File: config.mk
export PLATFORM = sky130hd
export DESIGN_NAME = magic_divisor_constant_generator
export DESIGN_NICKNAME = d
export VERILOG_FILES = /design/src/mdcg_pkg.sv /design/src/magic_divisor_constant_generator.sv
export SDC_FILE = /design/constraint.sdc
export NUM_CORES = 1
export LEC_CHECK = 0
export BUFFER_PORTS_ARGS = -buffer_cell sky130_fd_sc_hd__buf_2
export CAP_MARGIN = 40
export CORE_MARGIN = 2
export CORE_UTILIZATION = 49
export DETAILED_ROUTE_END_ITERATION = 6
export PLACE_DENSITY = 0.68
export SETUP_SLACK_MARGIN = 0.02
export SLEW_MARGIN = 15
export SYNTH_ARGS = -nofsm -noshare
export SYNTH_HDL_FRONTEND = slang
export SYNTH_SLANG_ARGS = --single-unit
File: constraint.sdc
create_clock -name clock -period 5.13 [get_ports clock]
set_input_delay 1.026 -clock clock [delete_from_list [all_inputs] [get_ports clock]]
set_output_delay 1.026 -clock clock [all_outputs]
set_load 0.01 [all_outputs]
File: src/mdcg_pkg.sv
// Package with the constants and state type of the magic divisor constant generator.
`default_nettype none
package mdcg_pkg;

   localparam int unsigned WORD_BITS = 32;
   localparam int unsigned SHIFT_BITS = 5;

   localparam logic [WORD_BITS-1:0] DIVISOR_MIN_VALID = 32'h0000_0002;
   localparam logic [WORD_BITS-1:0] DIVISOR_MAX_VALID = 32'h7FFF_FFFF;

   // The scaled divisor is normalized into the range (2^30, 2^31].
   localparam logic [WORD_BITS-1:0] NORM_COARSE_LIMIT = 32'h0400_0000;
   localparam logic [WORD_BITS-1:0] NORM_FINE_LIMIT = 32'h4000_0000;
   localparam logic [SHIFT_BITS-1:0] NORM_COARSE_STEP = 5'd4;
   localparam logic [SHIFT_BITS-1:0] NORM_FINE_STEP = 5'd1;

   // Upper bits of the scaled dividend 2^62 + D - 1, and the largest normalizing shift.
   localparam logic [WORD_BITS-2:0] DIV_REM_INIT = 31'h4000_0000;
   localparam logic [SHIFT_BITS-1:0] SHIFT_MAX = 5'd30;
   localparam logic [SHIFT_BITS-1:0] DIV_LAST_STEP = 5'd31;

   typedef enum logic [3:0] {
      ST_IDLE   = 4'b0001,
      ST_NORM   = 4'b0010,
      ST_DIV    = 4'b0100,
      ST_FINISH = 4'b1000
   } state_type;

endpackage
`default_nettype wire

File: src/magic_divisor_constant_generator.sv
// Top level of the magic divisor constant generator with its normalizer and serial divider.
//
//   channel   direction   handshake            payload
//   req       in          req_valid/req_stall  req_divisor[31:0]
//   rsp       out         rsp_valid/rsp_stall  rsp_multiplier[31:0], rsp_shift_amount[4:0]
//
// A valid divisor is accepted, normalized (four or one bit positions per cycle), run
// through the restoring divider (one quotient bit per cycle) and loaded into the output
// register once that is free. An invalid divisor skips both and gives an all-zero result.
// Reset is synchronous and active high; it empties the block and the output register.
// The next divisor is accepted while a result still waits in the output register.
`default_nettype none
module magic_divisor_constant_generator (
   input  wire logic                                 clock,
   input  wire logic                                 reset,
   input  wire logic                                 req_valid,
   output logic                                      req_stall,
   input  wire logic [mdcg_pkg::WORD_BITS-1:0]       req_divisor,
   output logic                                      rsp_valid,
   input  wire logic                                 rsp_stall,
   output logic [mdcg_pkg::WORD_BITS-1:0]            rsp_multiplier,
   output logic [mdcg_pkg::SHIFT_BITS-1:0]           rsp_shift_amount
);

   mdcg_pkg::state_type state_ff, state_in;
   logic [mdcg_pkg::WORD_BITS-1:0]  den_ff, den_in;
   logic [mdcg_pkg::WORD_BITS-2:0]  rem_ff, rem_in;
   logic [mdcg_pkg::WORD_BITS-1:0]  lo_ff, lo_in;
   logic [mdcg_pkg::SHIFT_BITS-1:0] norm_ff, norm_in;
   logic [mdcg_pkg::SHIFT_BITS-1:0] step_ff, step_in;
   logic                            zero_ff, zero_in;
   logic                            out_valid_ff, out_valid_in;
   logic [mdcg_pkg::WORD_BITS-1:0]  out_mul_ff, out_mul_in;
   logic [mdcg_pkg::SHIFT_BITS-1:0] out_shift_ff, out_shift_in;

   logic                            req_transfer;
   logic                            out_free;
   logic [mdcg_pkg::WORD_BITS-1:0]  trial;
   logic [mdcg_pkg::WORD_BITS:0]    diff;
   logic                            ge;

   assign req_stall = (state_ff != mdcg_pkg::ST_IDLE);
   assign req_transfer = req_valid && !req_stall;
   assign out_free = !out_valid_ff || !rsp_stall;

   assign trial = {rem_ff, lo_ff[mdcg_pkg::WORD_BITS-1]};
   assign diff = {1'b0, trial} - {1'b0, den_ff};
   assign ge = !diff[mdcg_pkg::WORD_BITS];

   always_comb begin
      state_in = state_ff;
      den_in = den_ff;
      rem_in = rem_ff;
      lo_in = lo_ff;
      norm_in = norm_ff;
      step_in = step_ff;
      zero_in = zero_ff;
      out_valid_in = out_valid_ff && rsp_stall;
      out_mul_in = out_mul_ff;
      out_shift_in = out_shift_ff;
      case (state_ff)
         mdcg_pkg::ST_IDLE: begin
            if (req_transfer) begin
               den_in = req_divisor;
               norm_in = '0;
               lo_in = '0;
               if (req_divisor >= mdcg_pkg::DIVISOR_MIN_VALID
                   && req_divisor <= mdcg_pkg::DIVISOR_MAX_VALID) begin
                  zero_in = 1'b0;
                  state_in = mdcg_pkg::ST_NORM;
               end else begin
                  zero_in = 1'b1;
                  state_in = mdcg_pkg::ST_FINISH;
               end
            end
         end
         mdcg_pkg::ST_NORM: begin
            if (den_ff <= mdcg_pkg::NORM_COARSE_LIMIT) begin
               den_in = {den_ff[mdcg_pkg::WORD_BITS-5:0], 4'b0000};
               norm_in = norm_ff + mdcg_pkg::NORM_COARSE_STEP;
            end else if (den_ff <= mdcg_pkg::NORM_FINE_LIMIT) begin
               den_in = {den_ff[mdcg_pkg::WORD_BITS-2:0], 1'b0};
               norm_in = norm_ff + mdcg_pkg::NORM_FINE_STEP;
            end else begin
               rem_in = mdcg_pkg::DIV_REM_INIT;
               lo_in = den_ff - 32'd1;
               step_in = mdcg_pkg::DIV_LAST_STEP;
               state_in = mdcg_pkg::ST_DIV;
            end
         end
         mdcg_pkg::ST_DIV: begin
            rem_in = ge ? diff[mdcg_pkg::WORD_BITS-2:0] : trial[mdcg_pkg::WORD_BITS-2:0];
            lo_in = {lo_ff[mdcg_pkg::WORD_BITS-2:0], ge};
            step_in = step_ff - 5'd1;
            if (step_ff == '0) begin
               state_in = mdcg_pkg::ST_FINISH;
            end
         end
         mdcg_pkg::ST_FINISH: begin
            if (out_free) begin
               out_valid_in = 1'b1;
               out_mul_in = lo_ff;
               out_shift_in = zero_ff ? '0 : (mdcg_pkg::SHIFT_MAX - norm_ff);
               state_in = mdcg_pkg::ST_IDLE;
            end
         end
         default: begin
            state_in = mdcg_pkg::ST_IDLE;
         end
      endcase
   end

   always_ff @(posedge clock) begin
      if (reset) begin
         state_ff <= mdcg_pkg::ST_IDLE;
         out_valid_ff <= 1'b0;
      end else begin
         state_ff <= state_in;
         out_valid_ff <= out_valid_in;
      end
      den_ff <= den_in;
      rem_ff <= rem_in;
      lo_ff <= lo_in;
      norm_ff <= norm_in;
      step_ff <= step_in;
      zero_ff <= zero_in;
      out_mul_ff <= out_mul_in;
      out_shift_ff <= out_shift_in;
   end

   assign rsp_valid = out_valid_ff;
   assign rsp_multiplier = out_mul_ff;
   assign rsp_shift_amount = out_shift_ff;

   // The divider always works on a normalized divisor above 2^30.
   assert property (@(posedge clock) disable iff (reset)
      state_ff == mdcg_pkg::ST_DIV |-> den_ff > mdcg_pkg::NORM_FINE_LIMIT)
      else $error("divisor not normalized during division");

   // The partial remainder stays below the divisor.
   assert property (@(posedge clock) disable iff (reset)
      state_ff == mdcg_pkg::ST_DIV |-> {1'b0, rem_ff} < den_ff)
      else $error("partial remainder not below divisor");

   // A result is either all zero or carries a multiplier of at least 2^31.
   assert property (@(posedge clock) disable iff (reset)
      rsp_valid |-> rsp_multiplier[31] || (rsp_multiplier == '0 && rsp_shift_amount == '0))
      else $error("multiplier out of range");

   // A result is loaded only when the output register can take it.
   assert property (@(posedge clock) disable iff (reset)
      state_ff == mdcg_pkg::ST_FINISH && out_valid_ff && rsp_stall
      |=> state_ff == mdcg_pkg::ST_FINISH)
      else $error("result left the divider while the output was blocked");

endmodule
`default_nettype wire
== Word-level counts from Yosys, hierarchy flattened ==
Index checks and enable logic that the tools add are counted.
Storage, ports and cells
  flip-flop bits (word level): 148
  input bits: 36
Operators by class
  $add $sub $neg: 6
  magnitude comparators: 4
  equality and inequality tests: 11
  mux-type cells: 29
  reduce and logical (&&, ||, !) cells: 18
Operators with widths (number)
  32-bit two-way mux: 6
  32-bit one-hot mux with 3 select lines: 1
  31-bit two-way mux: 3
  32-bit by 31-bit <= comparator with 1-bit output, second input constant: 2
  32-bit one-hot mux with 2 select lines: 1
  31-bit one-hot mux with 2 select lines: 1
  32-bit by 32-bit subtractor with 33-bit output: 1
  32-bit by 2-bit greater-or-equal comparator with 1-bit output, second input constant: 1
  32-bit by 27-bit <= comparator with 1-bit output, second input constant: 1
  32-bit by 1-bit subtractor with 32-bit output, second input constant: 1
  5-bit two-way mux: 5
  4-bit two-way mux: 6
  5-bit one-hot mux with 2 select lines: 2
  4-bit one-hot mux with 4 select lines: 1
  2-bit inequality test, second input constant: 5
  3-bit AND reduction: 2
  5-bit by 1-bit adder with 5-bit output, second input constant: 1
  5-bit by 3-bit adder with 5-bit output, second input constant: 1
  5-bit logical NOT: 1
  5-bit AND reduction: 1
  5-bit by 1-bit subtractor with 5-bit output, second input constant: 1
  5-bit subtractor, first input constant: 1
  4-bit by 1-bit == test with 1-bit output, second input constant: 1
  4-bit by 2-bit == test with 1-bit output, second input constant: 1
  12 further kinds: 21

== Depth between registers and ports, before layout ==
Gate-level depths: netlist of the first run.
  word-level depth: 5
  mapped depth: 14

== Worst setup path after synthesis of the first run ==
No wires, ideal clock.
  path type: reg2reg
  start: reg state_ff[2]
  end: reg lo_ff[0] in the netlist's numbering (enable)
  setup time: 0.470 ns
  arrival time: 3.795 ns
  required time: 4.660 ns
  path slack: 0.865 ns
  cell stages (with the launch flop): 4
  path buffers: 0
  clock period less this slack: 4.265 ns
  cells stage by stage: dfxtp_1 -> nor4b_1 -> nor3_1 -> a211oi_1
Between the ends
  cells in the longest elaborated chain, start to end: 5
  elaborated cells on any way between the ends: 11
Ends and longest elaborated chain
  start, declared: RTL line magic_divisor_constant_generator.sv:25  | mdcg_pkg::state_type state_ff, state_in;
  start signal, assigned: RTL line magic_divisor_constant_generator.sv:115  | state_ff <= mdcg_pkg::ST_IDLE;
  start signal, assigned: RTL line magic_divisor_constant_generator.sv:118  | state_ff <= state_in;
  4-bit by 1-bit inequality test with 1-bit output: RTL line magic_divisor_constant_generator.sv:42  | assign req_stall = (state_ff != mdcg_pkg::ST_IDLE);
  1-bit logical NOT: RTL line magic_divisor_constant_generator.sv:43  | assign req_transfer = req_valid && !req_stall;
  1-bit logical AND: RTL line magic_divisor_constant_generator.sv:43
  2-bit inequality test (no line)
  4-bit AND reduction (no line) *
  end signal, assigned: RTL line magic_divisor_constant_generator.sv:123  | lo_ff <= lo_in;
  end, declared: RTL line magic_divisor_constant_generator.sv:28  | logic [mdcg_pkg::WORD_BITS-1:0] lo_ff, lo_in;
Mark *: on every way between the ends. The rest lies on a longest branch, timed or not.
A chain may end at the register's enable or synchronous reset.

== Worst setup path in the final report of the first run ==
  start: reg den_ff[13] in the netlist's numbering
  end: reg rem_ff[23] in the netlist's numbering, data pin
Between the ends
  cells in the longest elaborated chain, start to end: 3
Ends and longest elaborated chain
  start, declared: RTL line magic_divisor_constant_generator.sv:26  | logic [mdcg_pkg::WORD_BITS-1:0] den_ff, den_in;
  start signal, assigned: RTL line magic_divisor_constant_generator.sv:121  | den_ff <= den_in;
  32-bit by 32-bit subtractor with 33-bit output: RTL line magic_divisor_constant_generator.sv:47  | assign diff = {1'b0, trial} - {1'b0, den_ff};
  31-bit two-way mux: RTL line magic_divisor_constant_generator.sv:92  | rem_in = ge ? diff[mdcg_pkg::WORD_BITS-2:0] : trial[mdcg_pkg::WORD_BITS-2:0];
  31-bit one-hot mux with 2 select lines: RTL line magic_divisor_constant_generator.sv:61  | case (state_ff)
  end signal, assigned: RTL line magic_divisor_constant_generator.sv:122  | rem_ff <= rem_in;
  end, declared: RTL line magic_divisor_constant_generator.sv:27  | logic [mdcg_pkg::WORD_BITS-2:0] rem_ff, rem_in;
Every way passes these cells.

==> results of run 1 <==
-- cells by family (layout without fill, tap and decap cells) --
logic type / after synthesis / count (layout)
compound gates: 201 / 201
mux: 27 / 27
buf+inv: 80 / 163
simple gates: 300 / 300
xor+xnor: 55 / 55
flops: 148 / 148
fa+ha+maj: 38 / 38
-- flip-flops by register name, summed over array words and instances (netlist names) --
name,count
den_ff,32
lo_ff,32
norm_ff,5
rem_ff,31
rsp_multiplier,32
rsp_shift_amount,5
rsp_valid,1
state_ff,4
step_ff,5
zero_ff,1
-- metrics by stage --
step	util [%]	instance area, µm²	worst slack (ns)	instances
floorplan	-	8630	0.865	849
global placement	53.6	9240	1.27	1123
detailed placement	53.8	9280	1.21	1125
CTS	57.2	9860	1.18	1157
global route	57.2	9860	0.862	1157
finish	57.2	9860	1.19	1157
-- cell usage after synthesis (4+ instances only) --
master,n
nor2_1,51
a21boi_0,4
nand2_1,125
a211oi_1,6
a211o_1,4
o21ai_0,42
o21a_1,5
xor2_1,12
xnor2_1,43
nand3_1,28
or4_1,6
inv_1,44
nor3_1,15
ha_1,37
nor2b_1,4
and2_1,8
a21oi_1,51
nand3b_1,4
dfxtp_1,5
nand4_1,16
buf_2,8
clkbuf_1,21
or3_1,5
a21o_1,15
mux2i_1,27
nor4_1,16
o21ai_1,36
o31ai_1,6
and3_1,6
edfxtp_1,143
-- per-layer routing --
layer	global-route usage [%]	wire [µm]	vias up
met2	35.3	9560	265
met3	3.78	1420	34
met1	34.3	9560	3199
li1	-	-	3276
met4	7.47	423	0
met5	0	0	-
-- worst max-delay path, cell delays in order (launching register included) --
cell and delay (ns):
edfxtp_1 0.43, inv_1 0.10, ha_1 0.41, nand2_1 0.12, a32o_1 0.31, or4_1 0.55, o21a_1 0.21, nor2_1 0.68
buf_4 0.37, nand2_1 0.25, o31ai_1 0.32
-- area by class of cell --
| class | instances | area, µm² | area share (%) |
|---|---|---|---|
| clock inverters | 15 | 161 | 1.64 |
| inverters | 45 | 169 | 1.71 |
| flip-flops and latches | 148 | 4390 | 44.6 |
| clock buffers | 17 | 425 | 4.31 |
| repair buffers | 86 | 480 | 4.87 |
| multi-input cells | 621 | 3950 | 40.1 |
| well taps | 225 | 282 | 2.85 |
-- power breakdown --
part | internal, mW | total (mW) | switching [mW]
Sequential | 1.54 | 1.70 | 0.154
Clock | 0.688 | 1.23 | 0.544
Combinational | 0.379 | 1.04 | 0.661
Total | 2.61 | 3.97 | 1.36
-- final timing paths --
path | startpoint | to | slack (ns) | depth (start not counted)
worst max-delay path | den_ff[13] | rem_ff[23] | 1.19 | 10
worst max register to register | den_ff[13] | rem_ff[23] | 1.19 | 10
worst min register to register | lo_ff[7] | rsp_multiplier[7] | 0.45 | 0
worst min-delay path | lo_ff[7] | rsp_multiplier[7] | 0.45 | 0
==> impl_metrics.env, run 1 <==
export IMPL_status="complete, no violations"
export IMPL_clock_root_buffer="clkbuf_16"
export IMPL_syn_nets=923
export IMPL_crit_fanout=18
export IMPL_ant_nets=0
export IMPL_ys_async_sr_fraction_pct=0
export IMPL_synth_cell_type_count=67
export IMPL_hold_violations=0
export IMPL_avgSynthCellArea_um2=10.2
export IMPL_slew_headroom_pct=40.6
export IMPL_leakage_nw=3.79
export IMPL_min_period_ns=3.94
export IMPL_routed_wl_um=21000
export IMPL_io_pins=75
export IMPL_final_cell_mix="143 x edfxtp_1, 125 x nand2_1, 74 x buf_2"
export IMPL_synth_top_cell_by_area="edfxtp_1"
export IMPL_max_freq_mhz=254
export IMPL_start_util_pct=50.1
export IMPL_synth_area_um2=8630
export IMPL_cts_sinks=148
export IMPL_dieArea_um2=18700
export IMPL_gr_total_overflow=0
export IMPL_finalPower_mw=3.97
export IMPL_vias_per_cell=5.85
export IMPL_nFillCells=1515
export IMPL_drcViolationCount=0
export IMPL_synth_compound_area_share_pct=14.3
export IMPL_min_delay_path_class="flip-flop to flip-flop"
export IMPL_worst_pin_slew_ns=0.892
export IMPL_critPathKind="flip-flop to flip-flop"
export IMPL_slew_violations=0
export IMPL_synth_cells=849
export IMPL_rsz0062_at_grt="false"
export IMPL_gp_congestion=0.935
export IMPL_core_area_um2=17200
export IMPL_grt_pass1_vias=6268
export IMPL_die_y_um=137
export IMPL_die_width_um=137
export IMPL_dp_hpwl_um=15300
export IMPL_synth_top_area_share_pct=49.7
export IMPL_cts_tree="done"
export IMPL_vias=6774
export IMPL_detail_route_first_pass_iterations=5
export IMPL_whs_ns=0.446
export IMPL_mostFrequentLayoutCell="edfxtp_1"
export IMPL_std_cell_rows=48
export IMPL_synth_warnings=0
export IMPL_drive_gt1_share_pct=14.4
export IMPL_synthMuxAreaShare_pct=3.13
export IMPL_grt_max_degree=97
export IMPL_synth_edf_count=143
export IMPL_seq_area_frac_synth_pct=50.9
export IMPL_fin_crit_sh_pct=76.9
export IMPL_wl_per_cell_um=18.1
export IMPL_skew_ns=0.00803
export IMPL_post_cts_buffers=0
export IMPL_clock_path_buffers=2
export IMPL_synth_fa_ha_area_share_pct=5.59
export IMPL_synth_top_family_by_area="simple AND/OR/NAND/NOR gates"
export IMPL_clk_pin_slew_ns=0.07
export IMPL_yosys_top_cells_area="edfxtp_1 50%, nand2_1 5.4%, ha_1 5.4%, xnor2_1 4.4%, mux2i_1 3.1%"
export IMPL_cts_resized_gates=0
export IMPL_worstSetupStartpointType="flip-flop"
export IMPL_grt_use_total_pct=23.3
export IMPL_synthSimpleGateAreaFrac_pct=16.7
export IMPL_antennaDiodeCount=0
export IMPL_io_buffers=74
export IMPL_crit_required_ns=5.38
export IMPL_crit_arrival_ns=4.19
export IMPL_antenna_found_initial=0
export IMPL_grt_pass1_wl_um=33200
export IMPL_dominantRegCellSynth="edfxtp_1"
export IMPL_ys_ff_latch=148
export IMPL_h_tree_depth=4
export IMPL_syn2layout_area_growth_pct=14.2
export IMPL_clock_latency_ns=0.43
export IMPL_cts_inserted_buffers=17
export IMPL_drt_iter0_drc=609
export IMPL_max_vdd_ir_drop_v=0.000291
export IMPL_powerDensity_nw_per_um2=402
export IMPL_cap_violations=0
export IMPL_ctsHoldBuffers=0
export IMPL_yosys_area_share_xor_xnor_pct=5.58
export IMPL_end_kind="flip-flop"
export IMPL_fin_tns_setup_ns=0
export IMPL_fin_nets=993
export IMPL_setup_viol=0
Note: power is estimated with default switching activity, not from simulation.
==> run 2: changes to the inputs <==
- PLACE_DENSITY: 0.68 -> 0.7
- clock period: 5.13 -> 3.33 ns (I/O delays scaled with it)
==> impl_metrics.env, run 2 (same netlist as run 1, synthesis figures left out) <==
export IMPL_status="complete, no violations"
export IMPL_setup_viol=0
export IMPL_vias=6965
export IMPL_crit_required_ns=3.48
export IMPL_start_util_pct=50.1
export IMPL_fin_tns_setup_ns=0
export IMPL_wl_per_cell_um=18.1
export IMPL_slew_headroom_pct=52.3
export IMPL_fin_ws_ns=0.0843
export IMPL_clk_pin_slew_ns=0.06
export IMPL_antennaDiodeCount=0
export IMPL_hold_violations=0
export IMPL_clock_latency_ns=0.42
export IMPL_fin_crit_sh_pct=97.5
export IMPL_vias_per_cell=5.81
export IMPL_reg2reg_to="den_ff[13]"
export IMPL_rsz0062_at_grt="true"
export IMPL_post_place_ws_ns=0.0815
export IMPL_syn2layout_area_growth_pct=19.1
export IMPL_min_period_ns=3.25
export IMPL_skew_ns=0.0166
export IMPL_worst_pin_slew_ns=0.713
export IMPL_max_vdd_ir_drop_v=0.000399
export IMPL_leakage_nw=4.02
export IMPL_ant_nets=0
export IMPL_fin_nets=1035
export IMPL_critPathKind="flip-flop to flip-flop"
export IMPL_die_y_um=137
export IMPL_cts_tree="done"
export IMPL_grt_max_degree=58
export IMPL_drt_iter0_drc=549
export IMPL_grt_pass1_wl_um=33600
export IMPL_worstSetupStartpointType="flip-flop"
export IMPL_dieArea_um2=18700
export IMPL_core_area_um2=17200
export IMPL_regToRegStartpoint="den_ff[0]"
export IMPL_mostFrequentLayoutCell="edfxtp_1"
export IMPL_clock_path_buffers=2
export IMPL_powerDensity_nw_per_um2=613
export IMPL_ctsHoldBuffers=0
export IMPL_die_width_um=137
export IMPL_end_kind="flip-flop"
export IMPL_min_delay_path_class="flip-flop to flip-flop"
export IMPL_h_tree_depth=4
export IMPL_routed_wl_um=21800
export IMPL_crit_arrival_ns=3.39
export IMPL_gp_congestion=0.939
export IMPL_nFillCells=1445
export IMPL_dp_hpwl_um=15700
export IMPL_r2r_slack_ns=0.08
export IMPL_hold_depth=0
export IMPL_crit_fanout=5
export IMPL_cap_violations=0
export IMPL_io_pins=75
export IMPL_grt_pass1_vias=6406
export IMPL_detail_route_first_pass_iterations=5
export IMPL_cts_sinks=148
export IMPL_antenna_found_initial=0
export IMPL_whs_endpoint="rsp_multiplier[7]"
export IMPL_grt_use_total_pct=23.4
export IMPL_drcViolationCount=0
export IMPL_std_cell_rows=48
export IMPL_drive_gt1_share_pct=18.7
export IMPL_slew_violations=0
export IMPL_reg2regPathDepth=12
export IMPL_final_cell_mix="143 x edfxtp_1, 125 x nand2_1, 74 x buf_2"
export IMPL_clock_root_buffer="clkbuf_16"
export IMPL_cts_inserted_buffers=17
export IMPL_io_buffers=74
export IMPL_max_freq_mhz=308
export IMPL_min_delay_start="lo_ff[7]"
export IMPL_gr_total_overflow=0
run 2: changes by cell type in the layout (fill, tap and decap cells not counted), sizes merged:
cell	change
buf	+41
clkbuf	+1
clkinv	+1
inv	-1
run 2: through the flow:
step | power [mW] | utilization (%) | hold slack (ns) | area [µm²] | cells
floorplan | 3.75 | - | 0.426 | 8640 | 849
global placement | 4.35 | 55.3 | 0.432 | 9530 | 1157
detailed placement | 4.38 | 55.3 | 0.439 | 9540 | 1158
CTS | 6.24 | 58.7 | 0.447 | 10100 | 1190
global route | 6.59 | 59.6 | 0.456 | 10300 | 1199
finish | 6.30 | 59.6 | 0.452 | 10300 | 1199
run 2: cell type report:
class	count	area [µm²]	area share, %
clock buffer	17	425	4.14
timing repair buffer	128	868	8.45
sequential	148	4390	42.7
inverter	45	169	1.64
clock inverter	15	144	1.40
tap	225	282	2.74
multi-input combinational	621	4000	38.9
run 2: worst max-delay path: stages (launching register included):
cell	delay [ns]
edfxtp_1	0.41
buf_4	0.18
inv_1	0.10
ha_1	0.16
or4b_4	0.50
nor4_4	0.29
nand4_1	0.21
nor4_4	0.36
or2_1	0.21
buf_12	0.14
buf_12	0.11
mux2i_1	0.22
o21ai_1	0.09
run 2: worst max-delay path by stage:
stage | start | endpoint | slack (ns) | cells past startpoint
4_1_cts | den_ff[0] | den_ff[23] | 0.03 | 11
6_report | den_ff[0] | den_ff[13] | 0.08 | 12
2_1_floorplan | den_ff[1] | den_ff[0] | 0.03 | 9
5_1_grt | den_ff[0] | den_ff[7] | -0.02 | 12
3_5_place_dp | den_ff[1] | den_ff[23] | 0.08 | 10
3_3_place_gp | den_ff[0] | den_ff[24] | 0.11 | 10
run 2: repair_timing:
action	in CTS	in global routing
endpoints found under the setup margin	0	102
gates resized for setup	0	15
buffers inserted	0	8
run 2: per-layer routing:
| metal | share of wire (%) | wire (µm) | track usage [%] | up-vias |
|---|---|---|---|---|
| met5 | 0 | 0 | 0 | - |
| met4 | 1.7 | 361 | 6.71 | 0 |
| met1 | 47 | 10200 | 34.3 | 3341 |
| met2 | 46 | 9960 | 36.1 | 238 |
| met3 | 5.8 | 1260 | 3.85 | 26 |
| li1 | - | - | - | 3360 |
run 2: power breakdown:
group	total, mW	switching (mW)	internal (mW)
combinational	1.90	1.16	0.742
clock	1.86	0.814	1.05
sequential	2.54	0.169	2.37
total	6.30	2.14	4.16
